===== src/hw/rtl/ttd_pkg.sv =====
// ----------------------------------------------------------------------------
// ttd_pkg: shared types and constants of the timer table
// Command and result words, mode, kind and status codes, the controller
// state type and the command and status groups between control and datapath.
// ----------------------------------------------------------------------------
package ttd_pkg;

    // Field widths of the command and result words.
    localparam int MODE_W    = 3;
    localparam int HANDLE_W  = 4;
    localparam int PERIOD_W  = 16;
    localparam int HANDLER_W = 16;
    localparam int OWNER_W   = 16;
    localparam int KIND_W    = 2;
    localparam int STATUS_W  = 2;

    // Per-timer flag word: enabled, triggered, loop and a two-bit kind.
    localparam int FLAG_W        = 5;
    localparam int FLAG_EN       = 0;
    localparam int FLAG_TRIG     = 1;
    localparam int FLAG_LOOP     = 2;
    localparam int FLAG_KIND_LSB = 3;

    // Command modes.
    localparam logic [MODE_W-1:0] MODE_CREATE   = 3'd0;
    localparam logic [MODE_W-1:0] MODE_ENABLE   = 3'd1;
    localparam logic [MODE_W-1:0] MODE_DISABLE  = 3'd2;
    localparam logic [MODE_W-1:0] MODE_CHECK    = 3'd3;
    localparam logic [MODE_W-1:0] MODE_TICK     = 3'd4;
    localparam logic [MODE_W-1:0] MODE_DISPATCH = 3'd5;

    // Timer kinds.
    localparam logic [KIND_W-1:0] KIND_NORMAL   = 2'd0;
    localparam logic [KIND_W-1:0] KIND_INTERNAL = 2'd1;
    localparam logic [KIND_W-1:0] KIND_MANUAL   = 2'd2;

    // Result status codes.
    localparam logic [STATUS_W-1:0] STAT_OK      = 2'd0;
    localparam logic [STATUS_W-1:0] STAT_FULL    = 2'd1;
    localparam logic [STATUS_W-1:0] STAT_UNKNOWN = 2'd2;
    localparam logic [STATUS_W-1:0] STAT_REARMED = 2'd3;

    // One command word.
    typedef struct packed {
        logic [MODE_W-1:0]    mode;
        logic [3:0]           slot;
        logic [PERIOD_W-1:0]  period;
        logic                 repeat_flag;
        logic [KIND_W-1:0]    timer_kind;
        logic [HANDLER_W-1:0] handler_id;
        logic [OWNER_W-1:0]   owner_id;
    } ttd_in_t;

    // One result word.
    typedef struct packed {
        logic [HANDLE_W-1:0]  handle_out;
        logic                 fired;
        logic [HANDLER_W-1:0] fired_handler;
        logic [KIND_W-1:0]    fired_kind;
        logic [STATUS_W-1:0]  status;
    } ttd_out_t;

    // Controller states.
    typedef enum logic [2:0] {
        ST_IDLE,
        ST_DECODE,
        ST_SINGLE,
        ST_SCAN,
        ST_DONE
    } ttd_state_t;

    // Commands from the controller to the datapath.
    typedef struct packed {
        logic latch;
        logic do_create;
        logic set_simple;
        logic rd_slot;
        logic single_eval;
        logic scan_start;
        logic scan_step;
        logic scan_finish;
        logic out_load;
    } ttd_cmd_t;

    // Status from the datapath to the controller.
    typedef struct packed {
        logic [MODE_W-1:0] mode;
        logic              table_full;
        logic              slot_known;
        logic              scan_done;
    } ttd_stat_t;

endpackage


===== src/hw/rtl/ttd_ram.sv =====
// ----------------------------------------------------------------------------
// ttd_ram: generic simple dual-port RAM
// One write port and one read port with registered read data.
// ----------------------------------------------------------------------------
module ttd_ram #(
    parameter int DATA_W = 8,
    parameter int DEPTH  = 16,
    localparam int ADDR_W = (DEPTH > 1) ? $clog2(DEPTH) : 1
) (
    input  logic              clk,
    input  logic              wr_en,
    input  logic [ADDR_W-1:0] wr_addr,
    input  logic [DATA_W-1:0] wr_data,
    input  logic              rd_en,
    input  logic [ADDR_W-1:0] rd_addr,
    output logic [DATA_W-1:0] rd_data
);

    logic [DATA_W-1:0] mem [DEPTH];
    logic [DATA_W-1:0] rd_data_reg;

    // Write port.
    always_ff @(posedge clk)
    begin
        if (wr_en)
        begin
            mem[wr_addr] <= wr_data;
        end
    end

    // Registered read port.
    always_ff @(posedge clk)
    begin
        if (rd_en)
        begin
            rd_data_reg <= mem[rd_addr];
        end
    end

    assign rd_data = rd_data_reg;

endmodule


===== src/hw/rtl/ttd_ctrl.sv =====
// ----------------------------------------------------------------------------
// ttd_ctrl: command sequencer of the timer table
// Takes one command word at a time, steps the datapath through the create,
// single-slot or scan sequence and hands the result to the output register.
// ----------------------------------------------------------------------------
module ttd_ctrl (
    input  logic              clk,
    input  logic              rst_n,
    input  logic              in_valid,
    output logic              in_stall,
    output logic              out_valid,
    input  logic              out_stall,
    input  ttd_pkg::ttd_stat_t stat,
    output ttd_pkg::ttd_cmd_t  cmd
);

    import ttd_pkg::*;

    ttd_state_t state_reg;
    ttd_state_t state_next;
    logic       out_valid_reg;
    logic       out_valid_next;
    logic       out_free;

    // The output register can take a word when empty or being drained.
    assign out_free = !out_valid_reg || !out_stall;

    // State and output-valid registers.
    always_ff @(posedge clk or negedge rst_n)
    begin
        if (!rst_n)
        begin
            state_reg     <= ST_IDLE;
            out_valid_reg <= 1'b0;
        end
        else
        begin
            state_reg     <= state_next;
            out_valid_reg <= out_valid_next;
        end
    end

    // Next-state logic.
    always_comb
    begin
        state_next = state_reg;
        case (state_reg)
            ST_IDLE:
            begin
                if (in_valid)
                begin
                    state_next = ST_DECODE;
                end
            end
            ST_DECODE:
            begin
                case (stat.mode)
                    MODE_CREATE:
                    begin
                        state_next = ST_DONE;
                    end
                    MODE_ENABLE, MODE_DISABLE, MODE_CHECK:
                    begin
                        state_next = stat.slot_known ? ST_SINGLE : ST_DONE;
                    end
                    MODE_TICK, MODE_DISPATCH:
                    begin
                        state_next = ST_SCAN;
                    end
                    default:
                    begin
                        state_next = ST_DONE;
                    end
                endcase
            end
            ST_SINGLE:
            begin
                state_next = ST_DONE;
            end
            ST_SCAN:
            begin
                if (stat.scan_done)
                begin
                    state_next = ST_DONE;
                end
            end
            ST_DONE:
            begin
                if (out_free)
                begin
                    state_next = ST_IDLE;
                end
            end
            default:
            begin
                state_next = ST_IDLE;
            end
        endcase
    end

    // Command outputs.
    always_comb
    begin
        cmd      = '0;
        in_stall = (state_reg != ST_IDLE);
        case (state_reg)
            ST_IDLE:
            begin
                cmd.latch = in_valid;
            end
            ST_DECODE:
            begin
                case (stat.mode)
                    MODE_CREATE:
                    begin
                        cmd.do_create  = !stat.table_full;
                        cmd.set_simple = stat.table_full;
                    end
                    MODE_ENABLE, MODE_DISABLE, MODE_CHECK:
                    begin
                        cmd.rd_slot    = stat.slot_known;
                        cmd.set_simple = !stat.slot_known;
                    end
                    MODE_TICK, MODE_DISPATCH:
                    begin
                        cmd.scan_start = 1'b1;
                    end
                    default:
                    begin
                        cmd.set_simple = 1'b1;
                    end
                endcase
            end
            ST_SINGLE:
            begin
                cmd.single_eval = 1'b1;
            end
            ST_SCAN:
            begin
                cmd.scan_step   = !stat.scan_done;
                cmd.scan_finish = stat.scan_done;
            end
            ST_DONE:
            begin
                cmd.out_load = out_free;
            end
            default:
            begin
                cmd = '0;
            end
        endcase
    end

    // A loaded word stays until the far side takes it.
    always_comb
    begin
        out_valid_next = out_valid_reg;
        if (cmd.out_load)
        begin
            out_valid_next = 1'b1;
        end
        else if (out_valid_reg && !out_stall)
        begin
            out_valid_next = 1'b0;
        end
    end

    assign out_valid = out_valid_reg;

endmodule


===== src/hw/rtl/ttd_dp.sv =====
// ----------------------------------------------------------------------------
// ttd_dp: datapath of the timer table
// Time counter, fill count, timer record RAM, the scan pipeline used by tick
// and dispatch, the per-timer update logic and the result registers.
// ----------------------------------------------------------------------------
module ttd_dp #(
    parameter int TIMER_SLOTS = 16,
    parameter int TIME_WIDTH  = 32
) (
    input  logic                              clk,
    input  logic                              rst_n,
    input  ttd_pkg::ttd_cmd_t                 cmd,
    output ttd_pkg::ttd_stat_t                stat,
    input  ttd_pkg::ttd_in_t                  in_data,
    input  logic                              cfg_wr_en,
    input  logic [ttd_pkg::OWNER_W-1:0]       cfg_wr_data,
    output ttd_pkg::ttd_out_t                 out_data
);

    import ttd_pkg::*;

    localparam int SLOT_W = (TIMER_SLOTS > 1) ? $clog2(TIMER_SLOTS) : 1;
    localparam int CNT_W  = $clog2(TIMER_SLOTS + 1);
    localparam int CMP_W  = (TIME_WIDTH > PERIOD_W) ? TIME_WIDTH : PERIOD_W;

    // Record layout: period, start time, handler, owner, flags.
    localparam int OFS_OWNER   = FLAG_W;
    localparam int OFS_HANDLER = OFS_OWNER + OWNER_W;
    localparam int OFS_START   = OFS_HANDLER + HANDLER_W;
    localparam int OFS_PERIOD  = OFS_START + TIME_WIDTH;
    localparam int REC_W       = OFS_PERIOD + PERIOD_W;

    // Control state.
    logic [TIME_WIDTH-1:0] now_reg;
    logic [CNT_W-1:0]      count_reg;
    logic [OWNER_W-1:0]    cur_owner_reg;
    logic [CNT_W-1:0]      rd_idx_reg;
    logic                  ev_valid_reg;
    logic                  hit_reg;
    logic                  rearmed_reg;

    // Payload registers.
    ttd_in_t               cmd_reg;
    logic [SLOT_W-1:0]     ev_idx_reg;
    logic [SLOT_W-1:0]     hit_idx_reg;
    logic [HANDLER_W-1:0]  hit_handler_reg;
    logic [KIND_W-1:0]     hit_kind_reg;
    logic [SLOT_W-1:0]     first_rearm_reg;
    ttd_out_t              res_reg;
    ttd_out_t              res_next;
    ttd_out_t              out_reg;

    // RAM ports.
    logic                  ram_we;
    logic [SLOT_W-1:0]     ram_waddr;
    logic [REC_W-1:0]      ram_wdata;
    logic                  ram_re;
    logic [SLOT_W-1:0]     ram_raddr;
    logic [REC_W-1:0]      ram_rdata;

    // Fields of the record read back.
    logic [PERIOD_W-1:0]   rec_period;
    logic [TIME_WIDTH-1:0] rec_start;
    logic [HANDLER_W-1:0]  rec_handler;
    logic [OWNER_W-1:0]    rec_owner;
    logic                  rec_en;
    logic                  rec_trig;
    logic                  rec_loop;
    logic [KIND_W-1:0]     rec_kind;
    logic [TIME_WIDTH-1:0] elapsed;
    logic                  rec_expired;

    // Fields of the record written.
    logic [PERIOD_W-1:0]   w_period;
    logic [TIME_WIDTH-1:0] w_start;
    logic [HANDLER_W-1:0]  w_handler;
    logic [OWNER_W-1:0]    w_owner;
    logic                  w_en;
    logic                  w_trig;
    logic                  w_loop;
    logic [KIND_W-1:0]     w_kind;

    logic                  is_single;
    logic                  rd_more;
    logic                  ev_active;
    logic                  sc_hit;
    logic                  sc_rearm;
    logic [KIND_W-1:0]     new_kind;

    // Timer record store.
    ttd_ram #(
        .DATA_W (REC_W),
        .DEPTH  (TIMER_SLOTS)
    ) u_rec_ram (
        .clk     (clk),
        .wr_en   (ram_we),
        .wr_addr (ram_waddr),
        .wr_data (ram_wdata),
        .rd_en   (ram_re),
        .rd_addr (ram_raddr),
        .rd_data (ram_rdata)
    );

    // Unpack the record and test it for expiry against the current time.
    assign rec_period  = ram_rdata[OFS_PERIOD +: PERIOD_W];
    assign rec_start   = ram_rdata[OFS_START +: TIME_WIDTH];
    assign rec_handler = ram_rdata[OFS_HANDLER +: HANDLER_W];
    assign rec_owner   = ram_rdata[OFS_OWNER +: OWNER_W];
    assign rec_en      = ram_rdata[FLAG_EN];
    assign rec_trig    = ram_rdata[FLAG_TRIG];
    assign rec_loop    = ram_rdata[FLAG_LOOP];
    assign rec_kind    = ram_rdata[FLAG_KIND_LSB +: KIND_W];
    assign elapsed     = now_reg - rec_start;
    assign rec_expired = CMP_W'(elapsed) > CMP_W'(rec_period);

    // Status toward the controller.
    assign is_single       = cmd_reg.mode inside {MODE_ENABLE, MODE_DISABLE, MODE_CHECK};
    assign rd_more         = rd_idx_reg < count_reg;
    assign ev_active       = cmd.scan_step && ev_valid_reg && !hit_reg;
    assign stat.mode       = cmd_reg.mode;
    assign stat.table_full = (count_reg == CNT_W'(TIMER_SLOTS));
    assign stat.slot_known = (32'(cmd_reg.slot) < 32'(count_reg))
                             && (32'(cmd_reg.slot) < TIMER_SLOTS);
    assign stat.scan_done  = hit_reg || (!ev_valid_reg && !rd_more);

    // A kind code beyond manual is stored as normal.
    assign new_kind = (cmd_reg.timer_kind == KIND_INTERNAL
                       || cmd_reg.timer_kind == KIND_MANUAL)
                      ? cmd_reg.timer_kind : KIND_NORMAL;

    // Read address: the addressed slot, or the scan position.
    assign ram_re    = cmd.rd_slot || (cmd.scan_step && rd_more && !hit_reg);
    assign ram_raddr = cmd.rd_slot ? SLOT_W'(cmd_reg.slot) : rd_idx_reg[SLOT_W-1:0];

    // Record update for create, single-slot commands and the scan.
    always_comb
    begin
        ram_we    = 1'b0;
        ram_waddr = ev_idx_reg;
        w_period  = rec_period;
        w_start   = rec_start;
        w_handler = rec_handler;
        w_owner   = rec_owner;
        w_en      = rec_en;
        w_trig    = rec_trig;
        w_loop    = rec_loop;
        w_kind    = rec_kind;
        sc_hit    = 1'b0;
        sc_rearm  = 1'b0;
        if (cmd.do_create)
        begin
            ram_we    = 1'b1;
            ram_waddr = count_reg[SLOT_W-1:0];
            w_period  = cmd_reg.period;
            w_start   = now_reg;
            w_handler = cmd_reg.handler_id;
            w_owner   = cmd_reg.owner_id;
            w_en      = 1'b1;
            w_trig    = 1'b0;
            w_loop    = (new_kind == KIND_NORMAL) && cmd_reg.repeat_flag;
            w_kind    = new_kind;
        end
        else if (cmd.single_eval)
        begin
            ram_waddr = SLOT_W'(cmd_reg.slot);
            case (cmd_reg.mode)
                MODE_ENABLE:
                begin
                    ram_we  = 1'b1;
                    w_en    = 1'b1;
                    w_trig  = 1'b0;
                    w_start = now_reg;
                end
                MODE_DISABLE:
                begin
                    ram_we = 1'b1;
                    w_en   = 1'b0;
                end
                MODE_CHECK:
                begin
                    if (rec_en && rec_expired)
                    begin
                        ram_we  = 1'b1;
                        w_start = now_reg;
                    end
                end
                default:
                begin
                    ram_we = 1'b0;
                end
            endcase
        end
        else if (ev_active)
        begin
            if (cmd_reg.mode == MODE_TICK)
            begin
                // Mark enabled automatic timers that have run out.
                if (rec_en && rec_kind != KIND_MANUAL && rec_expired)
                begin
                    ram_we = 1'b1;
                    w_trig = 1'b1;
                end
            end
            else if (rec_en && rec_kind != KIND_MANUAL && rec_trig)
            begin
                ram_we = 1'b1;
                if (rec_kind == KIND_NORMAL && rec_owner != '0
                    && rec_owner != cur_owner_reg)
                begin
                    // Foreign owner: restart without firing.
                    sc_rearm = 1'b1;
                    w_trig   = 1'b0;
                    w_start  = now_reg;
                end
                else
                begin
                    sc_hit = 1'b1;
                    w_trig = 1'b0;
                    if (rec_kind == KIND_NORMAL && rec_loop)
                    begin
                        w_start = now_reg;
                    end
                    else
                    begin
                        w_en = 1'b0;
                    end
                end
            end
        end
    end

    assign ram_wdata = {w_period, w_start, w_handler, w_owner, w_kind, w_loop, w_trig, w_en};

    // Result of the current command.
    always_comb
    begin
        res_next = res_reg;
        if (cmd.set_simple)
        begin
            res_next = '0;
            if (cmd_reg.mode == MODE_CREATE)
            begin
                res_next.status = STAT_FULL;
            end
            else if (is_single)
            begin
                res_next.handle_out = cmd_reg.slot;
                res_next.status     = STAT_UNKNOWN;
            end
        end
        else if (cmd.do_create)
        begin
            res_next            = '0;
            res_next.handle_out = HANDLE_W'(count_reg);
        end
        else if (cmd.single_eval)
        begin
            res_next            = '0;
            res_next.handle_out = cmd_reg.slot;
            if (cmd_reg.mode == MODE_CHECK && rec_en && rec_expired)
            begin
                res_next.fired         = 1'b1;
                res_next.fired_handler = rec_handler;
                res_next.fired_kind    = rec_kind;
            end
        end
        else if (cmd.scan_finish)
        begin
            res_next = '0;
            if (cmd_reg.mode == MODE_DISPATCH)
            begin
                if (hit_reg)
                begin
                    res_next.handle_out    = HANDLE_W'(hit_idx_reg);
                    res_next.fired         = 1'b1;
                    res_next.fired_handler = hit_handler_reg;
                    res_next.fired_kind    = hit_kind_reg;
                end
                else if (rearmed_reg)
                begin
                    res_next.handle_out = HANDLE_W'(first_rearm_reg);
                    res_next.status     = STAT_REARMED;
                end
            end
        end
    end

    // Control registers: time, fill count, owner and scan progress.
    always_ff @(posedge clk or negedge rst_n)
    begin
        if (!rst_n)
        begin
            now_reg       <= '0;
            count_reg     <= '0;
            cur_owner_reg <= '0;
            rd_idx_reg    <= '0;
            ev_valid_reg  <= 1'b0;
            hit_reg       <= 1'b0;
            rearmed_reg   <= 1'b0;
        end
        else
        begin
            if (cfg_wr_en)
            begin
                cur_owner_reg <= cfg_wr_data;
            end
            if (cmd.do_create)
            begin
                count_reg <= count_reg + 1'b1;
            end
            if (cmd.scan_start)
            begin
                rd_idx_reg   <= '0;
                ev_valid_reg <= 1'b0;
                hit_reg      <= 1'b0;
                rearmed_reg  <= 1'b0;
                if (cmd_reg.mode == MODE_TICK)
                begin
                    now_reg <= now_reg + 1'b1;
                end
            end
            if (cmd.scan_step)
            begin
                if (rd_more && !hit_reg)
                begin
                    rd_idx_reg   <= rd_idx_reg + 1'b1;
                    ev_valid_reg <= 1'b1;
                end
                else
                begin
                    ev_valid_reg <= 1'b0;
                end
                if (sc_hit)
                begin
                    hit_reg <= 1'b1;
                end
                if (sc_rearm)
                begin
                    rearmed_reg <= 1'b1;
                end
            end
        end
    end

    // Payload registers: command word, scan captures and result words.
    always_ff @(posedge clk)
    begin
        if (cmd.latch)
        begin
            cmd_reg <= in_data;
        end
        if (cmd.scan_step && rd_more && !hit_reg)
        begin
            ev_idx_reg <= rd_idx_reg[SLOT_W-1:0];
        end
        if (sc_hit)
        begin
            hit_idx_reg     <= ev_idx_reg;
            hit_handler_reg <= rec_handler;
            hit_kind_reg    <= rec_kind;
        end
        if (sc_rearm && !rearmed_reg)
        begin
            first_rearm_reg <= ev_idx_reg;
        end
        res_reg <= res_next;
        if (cmd.out_load)
        begin
            out_reg <= res_reg;
        end
    end

    assign out_data = out_reg;

endmodule


===== src/hw/rtl/timer_table_with_dispatch.sv =====
// ----------------------------------------------------------------------------
// timer_table_with_dispatch: table of one-shot and periodic timers
// Command-driven timer table with tick marking and ordered dispatch.
// ----------------------------------------------------------------------------
// The block takes one command word at a time and returns one result word for
// each. Create, a command on an unknown handle and the unused modes pass from
// decode straight to the result; enable, disable and manual check go through
// the single-slot state as well, since the addressed record is read from the
// table RAM and, where it changes, written back. Tick and dispatch walk the
// created timers one slot per cycle through the single read port of the
// record RAM; dispatch stops at the first timer it serves. A new word is
// accepted once the previous one has reached the output register, even while
// that result still waits to be taken. No clearing pass is needed after
// reset: only created slots are ever read.
// ----------------------------------------------------------------------------
module timer_table_with_dispatch #(
    parameter int TIMER_SLOTS = 16,
    parameter int TIME_WIDTH  = 32
) (
    input  logic                        clk,
    input  logic                        rst_n,
    input  logic                        in_valid,
    output logic                        in_stall,
    input  ttd_pkg::ttd_in_t            in_data,
    output logic                        out_valid,
    input  logic                        out_stall,
    output ttd_pkg::ttd_out_t           out_data,
    input  logic                        cfg_wr_en,
    input  logic [ttd_pkg::OWNER_W-1:0] cfg_wr_data
);

    import ttd_pkg::*;

    ttd_cmd_t  cmd;
    ttd_stat_t stat;

    // Command sequencer.
    ttd_ctrl u_ctrl (
        .clk       (clk),
        .rst_n     (rst_n),
        .in_valid  (in_valid),
        .in_stall  (in_stall),
        .out_valid (out_valid),
        .out_stall (out_stall),
        .stat      (stat),
        .cmd       (cmd)
    );

    // Timer store and update logic.
    ttd_dp #(
        .TIMER_SLOTS (TIMER_SLOTS),
        .TIME_WIDTH  (TIME_WIDTH)
    ) u_dp (
        .clk         (clk),
        .rst_n       (rst_n),
        .cmd         (cmd),
        .stat        (stat),
        .in_data     (in_data),
        .cfg_wr_en   (cfg_wr_en),
        .cfg_wr_data (cfg_wr_data),
        .out_data    (out_data)
    );

    // A create never writes into a full table.
    assert property (@(posedge clk) disable iff (!rst_n)
        !(cmd.do_create && stat.table_full))
    else $error("create issued on a full timer table");

    // A waiting result is never overwritten.
    assert property (@(posedge clk) disable iff (!rst_n)
        cmd.out_load |-> !(out_valid && out_stall))
    else $error("result word overwritten while stalled");

    // After taking a word the block is busy in the next cycle.
    assert property (@(posedge clk) disable iff (!rst_n)
        (in_valid && !in_stall) |=> in_stall)
    else $error("second word accepted while a command is in progress");

    // The scan never steps past its end.
    assert property (@(posedge clk) disable iff (!rst_n)
        cmd.scan_step |-> !stat.scan_done)
    else $error("scan stepped after it was done");

endmodule

===== config.mk =====
export PLATFORM = sky130hd
export DESIGN_NAME = timer_table_with_dispatch
export DESIGN_NICKNAME = d
export VERILOG_FILES = /design/src/hw/rtl/ttd_pkg.sv /design/src/hw/rtl/ttd_ram.sv /design/src/hw/rtl/ttd_ctrl.sv /design/src/hw/rtl/ttd_dp.sv /design/src/hw/rtl/timer_table_with_dispatch.sv
export SDC_FILE = /design/constraint.sdc
export NUM_CORES = 2
export LEC_CHECK = 0
export CAP_MARGIN = 20
export CELL_PAD_IN_SITES_DETAIL_PLACEMENT = 1
export CELL_PAD_IN_SITES_GLOBAL_PLACEMENT = 1
export CORE_MARGIN = 5
export CORE_UTILIZATION = 55
export DETAILED_ROUTE_END_ITERATION = 8
export DONT_BUFFER_PORTS = 1
export GPL_TIMING_DRIVEN = 0
export PLACE_DENSITY = 0.79
export SLEW_MARGIN = 20
export SYNTH_ARGS = -nofsm -noshare
export SYNTH_HDL_FRONTEND = slang
export SYNTH_SLANG_ARGS = --single-unit

===== constraint.sdc =====
create_clock -name clk -period 13.7 [get_ports clk]
set_input_delay 2.055 -clock clk [delete_from_list [all_inputs] [get_ports clk]]
set_output_delay 2.055 -clock clk [all_outputs]
set_load 0.005 [all_outputs]

==> summary.md <==
| Metric | Value |
|---|---|
| Via count | about 43000 |
| Final GP Congestion | 0.8756 |
| First-pass GRT wire length | around 320000 um |
| Share of layout cells above drive strength 1 | ~15% |
| PD cells | ~180 nW/um^2 |
| CP endpoint kind | register |
| Die W | about 360 um |
| Main synth FF type | edfxtp_1 |
| Max-slew violations | 0 |
| Distinct cells, synth | between 60 and 70 |
| CP most frequent cell | buf_4 |
| Clk slew on worst S/H paths | approximately 0.06 ns |
| Power Total | between 0.01 and 0.015 W |
| Fillers | 10910 |
| Clock Tree Root | clkbuf_16 |
| Die area | roughly 130000 sq um |
| Largest family of logic cells by synthesized area | multiplexers |
| Vias per cell | around 6.8 |
| Final setup fails | 0 |
| Slowest cell on the critical path | a21oi_2 |
| Post-Synthesis Cells | around 4200 |
| GRT Total Usage | between 30% and 40% |
| Outcome | completed |
| GR Util met3 | around 7.4% |
| Max Root-Sink Buffers | 3 |
| PortBufs | 0 |
| Synth-to-layout area growth | 14.20% |
| Least-Margin Pin Slew | between 1 and 1.5 ns |
| Worst hold path type | register to register |
| Unrepaired setup endpoints after global routing | no |
| Area of the multi-input gates | roughly 17000 sq um |
| Total gr overflow | 0 |
| Ys async rst share | under 10% |
| Synth top area share | a little over two thirds |
| IO Pins | roughly 110 |
| Worst-path maximum fanout | 10 |
| Leading area contributor after synthesis | edfxtp_1 |
| GR peak layer | met2 |
| Simple-gate area share of the yosys netlist | under 10% |
| Max incr delay on CP | roughly 0.70 ns |
| CP required | around 14 ns |
| Final worst-path cycle share | between 60% and 70% |
| Initial DRC Count | roughly 5700 |
| Core outline area | approximately 120000 sq um |
| Syn Area/Cell | 15.94 sq um |
| Register area | between 40000 and 50000 sq um |
| CTS resizes | 0 |
| Met2 Usage GRT | a little under three fifths |
| Met1 usage | 42.78% |
| Yosys Warn Count | 0 |
| Max FFs per register | about 1400 |
| Area of the mapped netlist | 66980 sq um |
| Critical path start-end classification | register to register |
| Syn Nets | around 4300 |
| Row count | approximately 130 |
| Initial antenna violation count | 9 |
| Synth top area cells | edfxtp_1 (70%), mux2i_1 (10%), o22ai_1 (3.2%) |
| Pleak | around 30 nW |
| Inserted Clock Buffers | between 150 and 200 |
| Placed wire-length estimate | roughly 150000 um |
| Die Height | between 300 and 400 um |
| Top cells by count, synth | edfxtp_1 (1564), mux2i_1 (687), o22ai_1 (341) |
| Sequential cell area fraction in the yosys report | ~73% |
| Post-Route WL | between 200000 and 250000 um |
| Worst r2r path cells | 27 |
| Hold slack | between 0.4 and 0.5 ns |
| Data arrival, critical path | approximately 8.8 ns |
| Flops & latches, synth | around 1600 |
| Count leader, synth | edfxtp_1 |
| Setup bufs post-CTS | 0 |
| Mux cell area share after synthesis | a little over a tenth |
| Htree depth | 4 |
| Fin nets | around 4800 |
| F_max | 120.9 MHz |
| Worst setup SP type | register |
| Post-DRT Antenna Nets | 0 |
| Setup TNS | 0 ns |
| Worst-skew pair later-pin latency | approximately 0.80 ns |
| Maxcap violations | 0 |
| Largest net degree at the start of global routing | 66 |
| Max VDD drop | between 0.1 and 0.15 mV |
| TritonCTS clock tree | built |
| Synthesized-area fraction occupied by adder cells | roughly 1.2% |
| Final hold viol count | 0 |
| Clk_skew | 0.02991 ns |
| Initial core utilization | between 50 and 60% |
| EDFF count, synth | about 1600 |
| Fin crit period | around 8.3 ns |
| Via count of the first global-routing pass | roughly 45000 |
| CTS sink count | roughly 1600 |
| DRC viols | 0 |
| XOR/XNOR share of the synthesized area | 0.9545% |
| Post-synthesis compound-gate area fraction | under 10% |
| Drt pass-1 iters | 7 |
| Worst hold path stage count | 0 |
| Relative slew slack | around 17% |
| WL/cell | 34.86 um |
| CTS hold repair buffers | 0 |
==> metal layers <==
metal  share of wire (%)  routed length (um)
met2                  48              106900
met3                  10               22190
met1                  36               80930
met5               0.016                  36
met4                 5.7               12590
==> final cells by class <==
class	count	share of cell area, %
plain buffers	248	1.475
flip-flops and latches	1648	64.02
diodes	1	0.003271
clock buffers	217	5.815
repair buffers	266	2.741
inverters	72	0.3533
well taps	1625	2.658
clock inverters	77	0.9896
multi-input cells	2234	21.94
==> where the power goes <==
part,leakage (nW),switching [W],total (W),internal (W)
Combinational,12.2,0.00199,0.00287,0.000885
Clock,2.52,0.00196,0.00447,0.00251
Sequential,15.1,0.000157,0.00624,0.00608
==> cells by family after synthesis <==
| group | Yosys count |
|---|---|
| flops | 1648 |
| compound gates | 787 |
| mux | 706 |
| simple gates | 607 |
| buf+inv | 320 |
| xor+xnor | 73 |
| fa+ha+maj | 61 |
==> cells in the final DEF (no fill, tap or decap), types with 11 or more instances in the layout <==
cell type  Yosys  routed
nor4_1        19      13
and3_1        14      14
mux2i_1      687     687
o21ai_0       76      60
clkbuf_1     136     172
nand2b_1      13      13
a21o_1        18      18
xnor2_1       42      42
inv_1         72      72
o21ai_1        4      18
or4_1         87      87
a221o_1       31      31
xor2_1        31      31
buf_6          2      28
nor2b_1       31      31
dfrtp_1       65      65
a211oi_1      26      25
clkinv_2       0      18
a31o_2        32      32
dfxtp_1       19      19
clkbuf_16      0     168
mux2_2        19      19
buf_4          2     151
nor2_1        81      78
nand2_1      242     241
a21oi_1      167     165
nor3_1        22      12
nand3_1       39      39
edfxtp_1    1564    1564
buf_1         11      11
clkinv_1       0      33
ha_1          60      60
buf_2         93     171
o22ai_1      341     341
bufinv_16      0      12
nand4_1       30      30
a21oi_2       31      32
==> path summary, 6_finish.rpt <==
kind	slack, ns	endpoint	start
max	5.43	u_dp.u_rec_ram.mem[14][78]	u_dp.now_reg[0]
min	0.43	u_dp.out_data[21]	u_dp.res_reg[21]
max reg2reg	5.43	u_dp.u_rec_ram.mem[14][78]	u_dp.now_reg[0]
min reg2reg	0.43	u_dp.out_data[21]	u_dp.res_reg[21]
max in group asynchronous	12.48	u_dp.cur_owner_reg[10]	rst_n
min in group asynchronous	0.97	u_dp.now_reg[18]	rst_n
==> per-stage QoR <==
stage               instance area, sq um  cells  util, %  worst slack (ns)
floorplan                          66980   4202        -             1.158
global placement                   69020   5827    56.85            -11.60
detailed placement                 71250   6092    58.69             5.753
CTS                                76460   6386    62.98             5.606
global route                       76490   6388    63.01             5.268
finish                             76490   6388    63.01             5.432
==> critical path: cells and delay by family (launching register included) <==
kind | cells | cell delay, ns
adder cells (fa/ha/maj) | 3 | 0.97
buffers and inverters | 9 | 1.71
AND/OR/NAND/NOR | 8 | 2.78
AO/OA/AOI/OAI | 6 | 1.85
flip-flops | 1 | 0.50
XOR/XNOR | 1 | 0.20
(Power assumes the default switching activity.)
